File: src/hw/rtl/efdb_pkg.sv
// Shared types and constants for the exact float difference bit unit.
// Used by exact_float_difference_bits_unit and its checker; no dependencies.
package efdb_pkg;

  localparam int unsigned MantBits = 23;
  localparam int unsigned FracBits = MantBits + 1;
  localparam logic [31:0] PatOne   = 32'h3F80_0000;
  localparam logic [31:0] PatHalf  = 32'h3F00_0000;
  localparam logic [31:0] PatNegZero = 32'h8000_0000;
  localparam logic [7:0]  ExpMax   = 8'hFF;

  localparam int unsigned InDataW  = 80;
  localparam int unsigned InUserW  = 2;
  localparam int unsigned OutDataW = 80;
  localparam int unsigned OutUserW = 2;

  typedef enum logic [1:0] {
    ERR_OK    = 2'd0,
    ERR_FLAGS = 2'd1,
    ERR_RANGE = 2'd2
  } err_e;

  // Operands ordered and unpacked
  typedef struct packed {
    err_e        err;
    logic        comp;
    logic        one;
    logic        half;
    logic [23:0] fx;
    logic [23:0] fy;
    logic [7:0]  exa;
    logic [6:0]  diff;
    logic [8:0]  idx;
  } s1_t;

  // Run-length descriptor before the bit lookup
  typedef struct packed {
    err_e        err;
    logic [7:0]  n1;
    logic        b1;
    logic [4:0]  nhi;
    logic [24:0] ghi;
    logic [6:0]  n2;
    logic        b2;
    logic [4:0]  nlo;
    logic [23:0] glo;
    logic [8:0]  idx;
  } s2_t;

  typedef struct packed {
    err_e        err;
    logic [7:0]  n1;
    logic        b1;
    logic [4:0]  nhi;
    logic [24:0] ghi;
    logic [6:0]  n2;
    logic        b2;
    logic [4:0]  nlo;
    logic [23:0] glo;
    logic        sel;
  } res_t;

endpackage

File: src/hw/rtl/exact_float_difference_bits_unit.sv
// Throughput one item per cycle while the output does not stall. An accepted item
// passes through the stage 1, stage 2 and result registers before it is offered.
// Three register stages: operand ordering and checks, alignment shift and
// subtraction, bit lookup. Each stage holds its item on a stall and fills
// bubbles, so the input keeps accepting while a result waits at the output
// until all three stages hold items.
// Reset (rst_ni low, asynchronous) clears the stage valid bits only.
// Depends on efdb_pkg.
module exact_float_difference_bits_unit (
  input  logic                          clk_i,
  input  logic                          rst_ni,
  input  logic                          s_axis_tvalid_i,
  output logic                          s_axis_tready_o,
  // value_a [31:0], value_b [63:32], bit_index [72:64], zero [79:73]
  input  logic [efdb_pkg::InDataW-1:0]  s_axis_tdata_i,
  // dir_a [0], dir_b [1]
  input  logic [efdb_pkg::InUserW-1:0]  s_axis_tuser_i,
  output logic                          m_axis_tvalid_o,
  input  logic                          m_axis_tready_i,
  // lead_len [7:0], lead_bit [8], high_len [13:9], high_bits [38:14],
  // mid_len [45:39], mid_bit [46], low_len [51:47], low_bits [75:52],
  // selected_bit [76], zero [79:77]
  output logic [efdb_pkg::OutDataW-1:0] m_axis_tdata_o,
  // error [1:0]
  output logic [efdb_pkg::OutUserW-1:0] m_axis_tuser_o
);

  logic v1_q, v2_q, v3_q;
  logic rdy1, rdy2, rdy3;
  efdb_pkg::s1_t  s1_d, s1_q;
  efdb_pkg::s2_t  s2_d, s2_q;
  efdb_pkg::res_t res_d, res_q;

  assign rdy3 = !v3_q || m_axis_tready_i;
  assign rdy2 = !v2_q || rdy3;
  assign rdy1 = !v1_q || rdy2;
  assign s_axis_tready_o = rdy1;

  // ---------------- stage 1: order operands, check range ----------------
  logic        dir_a, dir_b, comp, swap;
  logic [31:0] va, vb, xr, yr, xo, yo, x, y;
  logic        bad_flags, bad_fmt, bad_sub, bad_comp;
  logic [7:0]  ex, ey, exa, eya;
  logic [8:0]  diff_w;

  always_comb begin
    dir_a = s_axis_tuser_i[0];
    dir_b = s_axis_tuser_i[1];
    va    = s_axis_tdata_i[31:0];
    vb    = s_axis_tdata_i[63:32];
    bad_flags = !dir_a && dir_b;
    comp  = dir_a ^ dir_b;
    swap  = !comp && dir_a;
    xr    = swap ? vb : va;
    yr    = swap ? va : vb;
    // take negative zero as +0
    if (xr == efdb_pkg::PatNegZero) xr = '0;
    if (yr == efdb_pkg::PatNegZero) yr = '0;
    bad_fmt = xr[31] || yr[31] ||
              (xr[30:23] == efdb_pkg::ExpMax) || (yr[30:23] == efdb_pkg::ExpMax);
    bad_sub = (yr > xr) || (xr > efdb_pkg::PatOne) ||
              ((xr == efdb_pkg::PatOne) && (yr == '0));
    xo = (xr < yr) ? yr : xr;
    yo = (xr < yr) ? xr : yr;
    bad_comp = (xo > efdb_pkg::PatHalf) ||
               ((xo == efdb_pkg::PatHalf) && (yo == efdb_pkg::PatHalf)) ||
               ((xo == '0) && (yo == '0));
    x  = comp ? xo : xr;
    y  = comp ? yo : yr;
    ex = x[30:23];
    ey = y[30:23];
    // subnormals share the exponent of the smallest normal
    exa = (ex == '0) ? 8'd1 : ex;
    eya = (ey == '0) ? 8'd1 : ey;
    diff_w = {1'b0, exa} - {1'b0, eya};

    if (bad_flags) begin
      s1_d.err = efdb_pkg::ERR_FLAGS;
    end else if (bad_fmt || (comp ? bad_comp : bad_sub)) begin
      s1_d.err = efdb_pkg::ERR_RANGE;
    end else begin
      s1_d.err = efdb_pkg::ERR_OK;
    end
    s1_d.comp = comp;
    s1_d.one  = (x == efdb_pkg::PatOne);
    s1_d.half = (x == efdb_pkg::PatHalf);
    s1_d.fx   = {(ex != '0), x[22:0]};
    s1_d.fy   = {(ey != '0), y[22:0]};
    s1_d.exa  = exa;
    s1_d.diff = diff_w[6:0];
    s1_d.idx  = s_axis_tdata_i[72:64];
  end

  // ---------------- stage 2: align and subtract ----------------
  logic [23:0] fhi, lo_mask, flo;
  logic [24:0] glo_w, top_w;
  logic [8:0]  n1_w;
  logic [4:0]  nlo, nhi;
  logic        b2;

  always_comb begin
    fhi     = s1_q.fy >> s1_q.diff;
    nlo     = (s1_q.diff < 7'(efdb_pkg::FracBits)) ? s1_q.diff[4:0]
                                                   : 5'(efdb_pkg::FracBits);
    lo_mask = 24'((25'd1 << nlo) - 25'd1);
    flo     = s1_q.fy & lo_mask;
    b2      = |flo;
    glo_w   = (25'(b2) << nlo) - {1'b0, flo};
    if (s1_q.comp) begin
      n1_w  = 9'd125 - {1'b0, s1_q.exa} + 9'(s1_q.half);
      nhi   = 5'(efdb_pkg::FracBits + 1) - 5'(s1_q.half);
      top_w = 25'd1 << nhi;
    end else begin
      n1_w  = 9'd126 - {1'b0, s1_q.exa} + 9'(s1_q.one);
      nhi   = 5'(efdb_pkg::FracBits) - 5'(s1_q.one);
      top_w = {1'b0, s1_q.fx};
    end
    s2_d.err = s1_q.err;
    s2_d.n1  = n1_w[7:0];
    s2_d.b1  = s1_q.comp;
    s2_d.nhi = nhi;
    s2_d.ghi = s1_q.comp ? (top_w - {1'b0, s1_q.fx} - {1'b0, fhi} - 25'(b2))
                         : (top_w - {1'b0, fhi} - 25'(b2));
    s2_d.n2  = (s1_q.diff > 7'(efdb_pkg::FracBits)) ?
               (s1_q.diff - 7'(efdb_pkg::FracBits)) : 7'd0;
    s2_d.b2  = b2;
    s2_d.nlo = nlo;
    s2_d.glo = glo_w[23:0];
    s2_d.idx = s1_q.idx;
  end

  // ---------------- stage 3: pick the indexed bit ----------------
  logic signed [10:0] e1, e2, e3, e4, li;
  logic [10:0]        off_hi, off_lo;
  logic               sel;

  always_comb begin
    e1 = {{3{s2_q.n1[7]}}, s2_q.n1};
    e2 = e1 + $signed({6'd0, s2_q.nhi});
    e3 = e2 + $signed({4'd0, s2_q.n2});
    e4 = e3 + $signed({6'd0, s2_q.nlo});
    li = $signed({2'd0, s2_q.idx});
    off_hi = 11'(e2 - li);
    off_lo = 11'(e4 - li);
    priority if (li <= e1) begin
      sel = s2_q.b1;
    end else if (li <= e2) begin
      sel = s2_q.ghi[off_hi[4:0]];
    end else if (li <= e3) begin
      sel = s2_q.b2;
    end else if (li <= e4) begin
      sel = s2_q.glo[off_lo[4:0]];
    end else begin
      sel = 1'b0;
    end

    // any error zeroes the whole descriptor
    if (s2_q.err != efdb_pkg::ERR_OK) begin
      res_d     = '0;
      res_d.err = s2_q.err;
    end else begin
      res_d.err = s2_q.err;
      res_d.n1  = s2_q.n1;
      res_d.b1  = s2_q.b1;
      res_d.nhi = s2_q.nhi;
      res_d.ghi = s2_q.ghi;
      res_d.n2  = s2_q.n2;
      res_d.b2  = s2_q.b2;
      res_d.nlo = s2_q.nlo;
      res_d.glo = s2_q.glo;
      res_d.sel = sel;
    end
  end

  // ---------------- registers ----------------
  always_ff @(posedge clk_i or negedge rst_ni) begin
    if (!rst_ni) begin
      v1_q <= 1'b0;
      v2_q <= 1'b0;
      v3_q <= 1'b0;
    end else begin
      if (rdy1) v1_q <= s_axis_tvalid_i;
      if (rdy2) v2_q <= v1_q;
      if (rdy3) v3_q <= v2_q;
    end
  end

  // hold payload on a stall, advance only behind a valid item
  always_ff @(posedge clk_i) begin
    if (rdy1 && s_axis_tvalid_i) s1_q  <= s1_d;
    if (rdy2 && v1_q)            s2_q  <= s2_d;
    if (rdy3 && v2_q)            res_q <= res_d;
  end

  assign m_axis_tvalid_o = v3_q;
  assign m_axis_tuser_o  = res_q.err;
  assign m_axis_tdata_o  = {3'd0, res_q.sel, res_q.glo, res_q.nlo, res_q.b2, res_q.n2,
                            res_q.ghi, res_q.nhi, res_q.b1, res_q.n1};

endmodule

File: config.mk
export PLATFORM = sky130hd
export DESIGN_NAME = exact_float_difference_bits_unit
export DESIGN_NICKNAME = d
export VERILOG_FILES = /design/src/hw/rtl/efdb_pkg.sv /design/src/hw/rtl/exact_float_difference_bits_unit.sv
export SDC_FILE = /design/constraint.sdc
export NUM_CORES = 1
export LEC_CHECK = 0
export ABC_AREA = 0
export BUFFER_PORTS_ARGS = -buffer_cell sky130_fd_sc_hd__buf_2
export CAP_MARGIN = 10
export CORE_MARGIN = 5
export CORE_UTILIZATION = 64
export CTS_BUF_LIST = sky130_fd_sc_hd__clkbuf_4
export CTS_CLUSTER_SIZE = 8
export DETAILED_ROUTE_END_ITERATION = 6
export HOLD_SLACK_MARGIN = 0.1
export PLACE_DENSITY_LB_ADDON = 0.12
export SLEW_MARGIN = 5
export SYNTH_ARGS = -nofsm -noshare
export SYNTH_HDL_FRONTEND = slang
export SYNTH_SLANG_ARGS = --single-unit
File: constraint.sdc
create_clock -name clk_i -period 8.7 [get_ports clk_i]
set_input_delay 1.305 -clock clk_i [delete_from_list [all_inputs] [get_ports clk_i]]
set_output_delay 1.305 -clock clk_i [all_outputs]
set_load 0.05 [all_outputs]
==> key figures, run 1 <==
Critical path
  • CP Capture Type: register
  • Worst Path Arrival: 8.21 ns
  • Critical Path RT: 9.16 ns
  • Crit path kind: in -> reg
  • Reg-to-reg endpoint: s2_q[69]
  • Worst setup SP type: input port
  • Critical Path Fanout Max: 48
  • R2R depth: 27
  • Worst r2r src: s1_q[13]
  • CP startpoint: s_axis_tuser_i[0]
  • Critical path capture point: s1_q[15]
  • FF-to-FF setup slack: 1.34 ns

Synth
  • Netlist Area Pre-Place: 0.0208 sq mm
  • Fraction of registers with async set/reset: 0.0123
  • Synth top cells by count: edfxtp_1, ha_1, inv_1
  • Sequential cell area fraction in the yosys report: 0.350
  • Number of flops mapped to enable cells by yosys: 240
  • Synth Flop Type: edfxtp_1
  • FF+latch count, synth: 243
  • Synth top area cells: edfxtp_1, ha_1, mux2i_1
  • Yosys warnings: 0
  • Library cells used by synthesis: 90
  • Largest area contributor in the netlist: edfxtp_1
  • Cell count after synthesis: 2179
  • Syn avg cell area: 9.55 sq um
  • Yosys top cell area share: 0.346
  • Most frequent cell after synthesis: edfxtp_1

Power
  • Psw: 3.37 mW
  • Switching share of power: 0.462
  • Clock share of power: 0.128
  • Total power: 7.29 mW
  • Sequential share of power: 0.246
  • Maximum vdd ir drop: 273 uV
  • Int Pwr: 3.92 mW
  • P per Cell Area: 320 mW/mm^2
  • Logic pwr share: 0.626
  • Leak: 9.74 nW

Final layout
  • Nets: 2681
  • Share of post-route cells with drive strength above 1: 0.147
  • Fillers: 2575
  • Area delta synth->final: 9.38%

Die
  • DIE WIDTH: 190 um
  • # IOs: 170
  • Initial Util: 0.645
  • Chip Height: 190 um
  • Core area: 0.0323 sq mm
  • Cell Rows: 66
  • Die area: 0.0362 sq mm

Place
  • PortBufs: 159
  • RD Place Congestion: 0.988
  • Final HPWL DP: 44.6 mm

Job
  • MaxCap Viol Count: 0

GRT
  • Vias in the first global route: 17.2k
  • Largest net degree at the start of global routing: 79
  • First-pass GRT wire length: 89.1 mm
  • Gr ovfl total: 0
  • GRT Util Overall: 0.308
  • Initial antenna violation count: 2

Clocking
  • CTS Buf Count: 60
  • CTS max path bufs: 3
  • H-tree depth: 2
  • Clk pin slew, worst setup/hold paths: 0.07 ns
  • Clock sink count: 243
  • CTS tree: yes
  • Post-CTS Setup Bufs: 0
  • CTS root buf: clkbuf_4
  • Clk_lat worst skew: 0.74 ns
  • Post-CTS Hold Buffers: 0
  • Post-CTS Resized: 0

STA
  • Max Freq: 129 MHz
  • Setup TNS Final: 0 ns
  • Setup violations, final: 0
  • Worst clock skew: 0.0319 ns
  • Fin crit share: 0.891
  • Clock period minus worst slack: 7.76 ns
  • Endpoints failing hold: 0
  • Slew Viols, Final: 0
  • RSZ-0062 raised after global routing: no
  • Worst Max-Slew Pin Slew: 1.13 ns
  • Slew margin rel.: 0.245

Routing
  • Via density: 6.14
  • Total number of vias: 17.4k
  • Detail Route Antenna Nets: 0
  • Mean routed wirelength per cell: 19.9 um
  • Drt initial violations: 1354
  • Pre-antenna DRT Iters: 6
  • Drt drc: 0
  • Final wirelength: 56.2 mm

Min path
  • Hold crit path type: in -> async

Outcome
  • Outcome: complete, no violations
[critical path, stage by stage]
cell,delay (ns)
buf_2,0.11
ha_4,0.55
or3b_2,0.50
a211o_1,0.32
a2111oi_1,0.69
a21oi_1,0.26
inv_1,0.14
ha_1,0.26
nor2b_1,0.16
and3_1,0.23
o21ai_0,0.13
and3_1,0.24
a21oi_1,0.87
nor2_4,0.24
o41ai_1,0.67
a31oi_1,0.18
ha_1,0.27
fa_1,0.41
nor2b_1,0.12
o21ai_0,0.09
nand2b_1,0.12
a21o_1,0.13
a21oi_1,0.08
xnor2_1,0.13
[power groups by stage]
stage                     Combinational [mW]  Clock, mW  Sequential [mW]
after CTS                               4.50      0.962             1.79
after global placement                  4.35          0             1.80
final                                   4.56      0.935             1.79
after detailed placement                4.47          0             1.81
after global routing                    5.02       1.02             1.81
after floorplan                         3.27          0             1.87
[stage by stage]
stage	std cells	instance area [sq um]	hold WS [ns]	worst slack, ns	utilization
floorplan	2181	20800	0.400	1.79	-
global placement	2722	22000	0.400	0.528	0.682
detailed placement	2722	22000	0.405	0.376	0.682
CTS	2825	22800	0.276	1.13	0.705
global route	2826	22800	0.294	0.481	0.705
finish	2826	22800	0.347	0.944	0.705
[how the worst min path moves through the flow]
stage	endpoint	slack, ns	depth (start not counted)
floorplan	li[0]	0.40	0
global placement	s2_q[85]	0.40	0
detailed placement	s2_q[85]	0.41	0
CTS	v1_q	0.28	1
global route	v1_q	0.29	1
finish	v1_q	0.35	1
[placed cells by master (no fill, tap or decap), types with 80 or more instances in the layout]
cell type | Yosys | final
mux2i_1 | 103 | 103
buf_2 | 17 | 159
edfxtp_1 | 240 | 240
inv_1 | 201 | 201
clkbuf_4 | 0 | 80
nor2_1 | 196 | 194
ha_1 | 219 | 218
o21ai_0 | 88 | 88
a21oi_1 | 142 | 142
nand2_1 | 157 | 157
[layout make-up]
cell class | instances | area [sq um] | area share
diodes | 1 | 2.50 | 0.000110
clock buffers | 80 | 601 | 0.0264
clock inverters | 23 | 156 | 0.00687
inverters | 204 | 766 | 0.0336
multi-input cells | 1649 | 12400 | 0.546
flip-flops and latches | 243 | 7280 | 0.320
well taps | 442 | 553 | 0.0243
repair buffers | 184 | 983 | 0.0432
[registers in the layout, indices dropped and copies added (netlist names)]
name             count
s1_q                77
m_axis_tuser_o       2
v1_q                 1
m_axis_tdata_o      76
li                   9
e1                   8
s2_q                68
m_axis_tvalid_o      1
v2_q                 1
[logic make-up (layout without fill, tap and decap cells)]
logic type               after synthesis  count (layout)  synth area share
AO/OA/AOI/OAI                        446             446             0.139
XOR/XNOR                             101             101            0.0425
adder cells (fa/ha/maj)              255             255             0.165
buffers and inverters                289             491            0.0553
flip-flops                           243             243             0.350
multiplexers                         143             143            0.0814
other                                  1               4          0.000180
AND/OR/NAND/NOR                      701             701             0.167
[metal layers]
layer	routed length [um]	track usage	vias to the layer above
met5	8	0	-
met4	2190	0.118	2
met3	3910	0.0419	144
met2	26600	0.520	724
met1	23500	0.407	8251
li1	-	-	8238
No activity file was read; power rests on OpenSTA's default activity.
==> inputs of run 2 (changes only) <==
--- a/config.mk
+++ b/config.mk
@@ -9,7 +9,7 @@
 export BUFFER_PORTS_ARGS = -buffer_cell sky130_fd_sc_hd__buf_2
 export CAP_MARGIN = 10
 export CORE_MARGIN = 5
-export CORE_UTILIZATION = 64
+export CORE_UTILIZATION = 57
 export CTS_BUF_LIST = sky130_fd_sc_hd__clkbuf_4
 export CTS_CLUSTER_SIZE = 8
 export DETAILED_ROUTE_END_ITERATION = 6
==> constraint.sdc (replaced) <==
create_clock -name clk_i -period 7.1 [get_ports clk_i]
set_input_delay 1.065 -clock clk_i [delete_from_list [all_inputs] [get_ports clk_i]]
set_output_delay 1.065 -clock clk_i [all_outputs]
set_load 0.05 [all_outputs]
==> key figures, run 2 (synthesis results as in run 1) <==
Outcome
  • Outcome: finished, violations left
  • Failing checks: DRC

Routing
  • Pre-antenna DRT Iters: 7 (+1)
  • Final wirelength: 58.2 mm (+3.4%)
  • Mean routed wirelength per cell: 20.0 um (+0.43%)
  • Drt drc: 1 (+1)
  • Via density: 5.95 (-3.2%)
  • Detail Route Antenna Nets: 0 (unchanged)
  • Total number of vias: 17.3k (-0.26%)
  • Drt initial violations: 1438 (+6.2%)

STA
  • Hold slack: 0.416 ns (+0.0687 ns)
  • RSZ-0062 raised after global routing: no
  • Max Freq: 152 MHz
  • Setup violations, final: 0 (unchanged)
  • Clock period minus worst slack: 6.58 ns
  • Fin crit share: 0.927
  • Setup TNS Final: 0 ns (unchanged)
  • Final WS setup: 0.516 ns (-0.428 ns)
  • Worst Max-Slew Pin Slew: 0.970 ns (-0.160 ns)
  • Slew margin rel.: 0.353 (+0.109)
  • Worst clock skew: 0.0372 ns (+0.00530 ns)
  • Endpoints failing hold: 0 (unchanged)
  • Slew Viols, Final: 0 (unchanged)

Final layout
  • Nets: 2728 (+1.8%)
  • Commonest non-fill, non-tap cell in the layout: edfxtp_1
  • Reg with most FFs: s1_q
  • Area delta synth->final: 12.1%
  • Largest register FFs: 77 (unchanged)
  • Most frequent cells in the layout: edfxtp_1, ha_1, inv_1
  • Fin util: 0.642 (-0.0630)
  • Share of post-route cells with drive strength above 1: 0.166 (+0.0191)
  • Finished Cell Area: 0.0233 sq mm (+2.5%)

Place
  • Final HPWL DP: 46.9 mm (+5.0%)
  • Placed cell area: 0.0224 sq mm (+1.7%)
  • Pre-CTS setup slack: 0.0824 ns (-0.294 ns)
  • PortBufs: 159 (unchanged)
  • RD Place Congestion: 0.980 (-0.78%)

Critical path
  • Worst Path Arrival: 7.09 ns (-1.12 ns)
  • Critical Path Fanout Max: 8 (-83%)
  • Crit path kind: reg -> reg
  • Worst setup SP type: register
  • Critical Path RT: 7.61 ns (-1.55 ns)
  • FF-to-FF setup slack: 0.52 ns (-0.82 ns)
  • CP Capture Type: register

Power
  • Logic pwr share: 0.616 (-0.010)
  • Clock share of power: 0.147 (+0.019)
  • Leak: 10.1 nW (+3.2%)
  • Maximum vdd ir drop: 305 uV (+12%)
  • Switching share of power: 0.451 (-0.0105)
  • Psw: 4.14 mW (+23%)
  • P per Cell Area: 393 mW/mm^2 (+23%)
  • Int Pwr: 5.03 mW (+28%)
  • Sequential share of power: 0.236 (-0.010)

Clocking
  • Clock sink count: 243 (unchanged)
  • Clk pin slew, worst setup/hold paths: 0.07 ns (about the same)
  • CTS Buf Count: 61 (+1.7%)
  • Post-CTS Setup Bufs: 0 (unchanged)
  • CTS root buf: clkbuf_4
  • CTS max path bufs: 3 (unchanged)
  • CTS tree: yes
  • H-tree depth: 2 (unchanged)
  • Clk_lat worst skew: 0.79 ns (+0.05 ns)

GRT
  • Gr ovfl total: 0 (unchanged)
  • Initial antenna violation count: 1 (-1)
  • First-pass GRT wire length: 92.8 mm (+4.2%)
  • Largest net degree at the start of global routing: 79 (unchanged)
  • Vias in the first global route: 17.3k (+1.1%)
  • GRT Util Overall: 0.285 (-0.0231)

Die
  • Cell Rows: 70 (+6.1%)
  • Core area: 0.0363 sq mm (+13%)
  • DIE WIDTH: 201 um (+5.7%)
  • Chip Height: 201 um (+5.7%)
  • Die area: 0.0404 sq mm (+12%)
  • # IOs: 170 (unchanged)
  • Initial Util: 0.573 (-0.0720)

Job
  • MaxCap Viol Count: 0 (unchanged)

Min path
  • Hold crit path type: reg -> reg
[run 2: worst max-delay path, stage by stage, from the launching register on]
cell and delay [ns]:
edfxtp_1 0.42, ha_1 0.34, nor4_2 0.26, inv_2 0.06, nor2_1 0.24, nand2_1 0.14, ha_1 0.24, inv_1 0.14
o21ai_0 0.10, o311ai_0 0.12, a221o_1 0.23, o2111ai_1 0.12, nor4bb_1 0.27, and4b_1 0.34, inv_1 0.14, fa_1 0.56
inv_1 0.05, fa_1 0.41, a211oi_1 0.32, o21ai_0 0.18, a21boi_1 0.30, o31ai_1 0.18, o41ai_2 0.34, o21ai_1 0.18
o41ai_1 0.37, xor2_1 0.17, mux2i_1 0.08
[run 2: layer usage]
metal | up-vias | wire [um] | global-route usage
li1 | 8358 | - | -
met1 | 8256 | 25300 | 0.378
met5 | - | 0 | 0
met4 | 0 | 1890 | 0.0914
met3 | 121 | 3480 | 0.0453
met2 | 578 | 27500 | 0.484
[run 2: path summary, 6_finish.rpt]
| path | cells past startpoint | start | endpoint |
|---|---|---|---|
| hold reg to reg | 0 | s1_q[6] | li[6] |
| hold / removal | 0 | s1_q[6] | li[6] |
| min in group asynchronous | 2 | rst_ni | m_axis_tvalid_o |
| max in group asynchronous | 2 | rst_ni | v1_q |
| setup / recovery | 26 | s1_q[12] | s2_q[69] |
| setup reg to reg | 26 | s1_q[12] | s2_q[69] |
[run 2: power groups by stage]
stage | Combinational [mW] | Sequential, mW | Clock, mW
2_1_floorplan | 4.01 | 2.29 | 0
3_3_place_gp | 5.49 | 2.18 | 0
3_5_place_dp | 5.59 | 2.20 | 0
4_1_cts | 5.63 | 2.17 | 1.39
5_1_grt | 6.28 | 2.19 | 1.47
6_report | 5.66 | 2.17 | 1.35
[run 2: layout make-up]
| cell class | count | area [sq um] |
|---|---|---|
| clock inverters | 23 | 229 |
| diodes | 3 | 7.51 |
| well taps | 468 | 586 |
| inverters | 204 | 766 |
| fillers | 3089 | 13000 |
| repair buffers | 230 | 1360 |
| flip-flops and latches | 243 | 7280 |
| multi-input cells | 1649 | 12400 |
| clock buffers | 91 | 683 |
[run 2: stage by stage]
step	power, mW	cells
floorplan	6.30	2181
global placement	7.67	2792
detailed placement	7.79	2792
CTS	9.18	2907
global route	9.94	2909
finish	9.18	2911
[run 2: repair_timing]
item,in CTS,in global routing
endpoints found under the hold margin,3,0
endpoints found under the setup margin,0,1
hold buffers,1,0
resized for setup,0,1
==> inputs of run 3 (changes only) <==
--- a/config.mk
+++ b/config.mk
@@ -8,6 +8,7 @@
 export ABC_AREA = 0
 export BUFFER_PORTS_ARGS = -buffer_cell sky130_fd_sc_hd__buf_2
 export CAP_MARGIN = 10
+export CORE_ASPECT_RATIO = 1.75
 export CORE_MARGIN = 5
 export CORE_UTILIZATION = 57
 export CTS_BUF_LIST = sky130_fd_sc_hd__clkbuf_4
==> key figures, run 3 (synthesis results as in run 1) <==
Critical path
  • CP max stage cell: fa_1
  • Slowest stage delay, CP: 0.55 ns (about the same)
  • Critical Path RT: 7.52 ns (-0.09 ns)
  • FF-to-FF setup slack: 0.74 ns (+0.22 ns)
  • Worst setup SP type: register
  • Worst Path Arrival: 6.78 ns (-0.31 ns)
  • Most common cell on crit path: buf_4
  • Crit path kind: reg -> reg
  • Critical Path Fanout Max: 12 (+4)
  • CP Capture Type: register

Routing
  • Final wirelength: 61.8 mm (+6.2%)
  • Met2 wire len: 33.3 mm (+21%)
  • Total number of vias: 17.6k (+1.5%)
  • Drt initial violations: 715 (-50%)
  • Met1 WL: 20.4 mm (-19%)
  • Top layer in use: met4
  • Detail Route Antenna Nets: 0 (unchanged)
  • Via density: 6.00 (+0.87%)
  • Drt drc: 0 (-1)
  • Mean routed wirelength per cell: 21.1 um (+5.5%)
  • DR WL met3: 2.42 mm (-31%)
  • Pre-antenna DRT Iters: 6 (-1)

STA
  • Final WS setup: 0.737 ns (+0.222 ns)
  • Max Freq: 157 MHz (+3.5%)
  • Endpoints failing hold: 0 (unchanged)
  • Fin crit share: 0.896 (-0.0312)
  • Worst Max-Slew Pin Slew: 0.974 ns (+0.00377 ns)
  • Setup TNS Final: 0 ns (unchanged)
  • Slew margin rel.: 0.351 (-0.00251)
  • Setup violations, final: 0 (unchanged)
  • Worst clock skew: 0.0212 ns (-0.0160 ns)
  • Clock period minus worst slack: 6.36 ns (-0.222 ns)
  • Slew Viols, Final: 0 (unchanged)

GRT
  • Gr ovfl total: 0 (unchanged)
  • Initial antenna violation count: 1 (unchanged)
  • Vias in the first global route: 18.0k (+3.9%)
  • GRT Util Overall: 0.301 (+0.0152)
  • First-pass GRT wire length: 96.1 mm (+3.5%)
  • Largest net degree at the start of global routing: 77 (-2.5%)

Final layout
  • Most frequent cells in the layout: edfxtp_1, ha_1, inv_1
  • Nets: 2754 (+0.95%)
  • Finished Cell Area: 0.0234 sq mm (+0.38%)
  • Area delta synth->final: 12.6%
  • Final Non-Filler Cells: 2930 (+0.65%)
  • Reg with most FFs: s1_q
  • Share of post-route cells with drive strength above 1: 0.172 (+0.00604)
  • Commonest non-fill, non-tap cell in the layout: edfxtp_1
  • Fin util: 0.650 (+0.00813)
  • Largest register FFs: 77 (unchanged)

Place
  • PortBufs: 159 (unchanged)
  • Placed cell area: 0.0227 sq mm (+1.2%)
  • Final HPWL DP: 51.4 mm (+9.8%)
  • RD Place Congestion: 1.01 (+3.3%)
  • Pre-CTS setup slack: 0.235 ns (+0.152 ns)
  • Cells after DPL: 2829 (+1.3%)

Min path
  • Hold crit path type: reg -> reg

Power
  • Maximum vdd ir drop: 229 uV (-25%)
  • P per Cell Area: 384 mW/mm^2 (-2.4%)
  • Leak: 10.1 nW (+0.68%)

Die
  • DIE WIDTH: 154 um (-23%)
  • Chip Height: 263 um (+31%)
  • Core area: 0.0360 sq mm (-0.87%)
  • # IOs: 170 (unchanged)
  • Cell Rows: 92 (+31%)
  • Die area: 0.0406 sq mm (+0.37%)
  • Initial Util: 0.578 (+0.00505)

Clocking
  • Clk_lat worst skew: 0.71 ns (-0.08 ns)
  • Clock sink count: 243 (unchanged)
  • CTS Buf Count: 52 (-15%)
  • H-tree depth: 2 (unchanged)
  • CTS root buf: clkbuf_4
  • CTS max path bufs: 3 (unchanged)
  • Post-CTS Setup Bufs: 0 (unchanged)
  • CTS tree: yes
  • Clk pin slew, worst setup/hold paths: 0.07 ns (about the same)

Job
  • MaxCap Viol Count: 0 (unchanged)

Outcome
  • Outcome: complete, no violations
-- run 3: cell count changes in the layout (fill, tap and decap cells not counted), sizes merged --
cell      delta
clkbuf      -23
bufinv       -2
inv          -1
buf         +35
diode        -2
clkinvlp     +2
clkinv       +8
-- run 3: path summary, 6_finish.rpt --
| kind | startpoint | endpoint | cells past startpoint |
|---|---|---|---|
| min in group asynchronous | rst_ni | v1_q | 2 |
| min | s1_q[5] | li[5] | 0 |
| max reg2reg | s1_q[12] | s2_q[69] | 25 |
| max in group asynchronous | rst_ni | v2_q | 2 |
| min reg2reg | s1_q[5] | li[5] | 0 |
| max | s1_q[12] | s2_q[69] | 25 |
-- run 3: power by group --
group,total [mW],switching (mW),internal [mW]
Combinational,5.69,3.32,2.37
Clock,1.12,0.557,0.567
Sequential,2.17,0.199,1.97
-- run 3: what timing repair did --
item / in CTS / in global routing
setup endpoints to repair: 0 / 1
gates resized for setup: 0 / 1
hold buffers: 1 / 0
hold endpoints to repair: 3 / 0
-- run 3: stage by stage --
stage / hold slack, ns / power, mW
global placement: 0.401 / 7.70
detailed placement: 0.405 / 7.83
CTS: 0.421 / 8.99
global route: 0.420 / 9.73
finish: 0.421 / 8.99
floorplan: 0.400 / 6.30
-- run 3: routing by layer --
layer	vias to the layer above	track usage
met5	-	0
met4	0	0.221
met3	258	0.0315
met2	620	0.576
li1	8418	-
met1	8281	0.288
-- run 3: area by class of cell --
cell class,instances,area (sq um)
clock buffer,68,510
antenna,1,2.50
clock inverter,30,210
inverter,204,766
tap,470,588
timing repair buffer,265,1640
fill,3051,12600
multi-input combinational,1649,12400
sequential,243,7280
-- run 3: worst max-delay path, delay by kind of cell (launching register included) --
kind / cells / cell delay [ns]
AO/OA/AOI/OAI: 8 / 1.93
buffers and inverters: 6 / 0.91
flip-flops: 1 / 0.40
adder cells (fa/ha/maj): 3 / 1.22
multiplexers: 1 / 0.09
AND/OR/NAND/NOR: 6 / 1.34
XOR/XNOR: 1 / 0.17
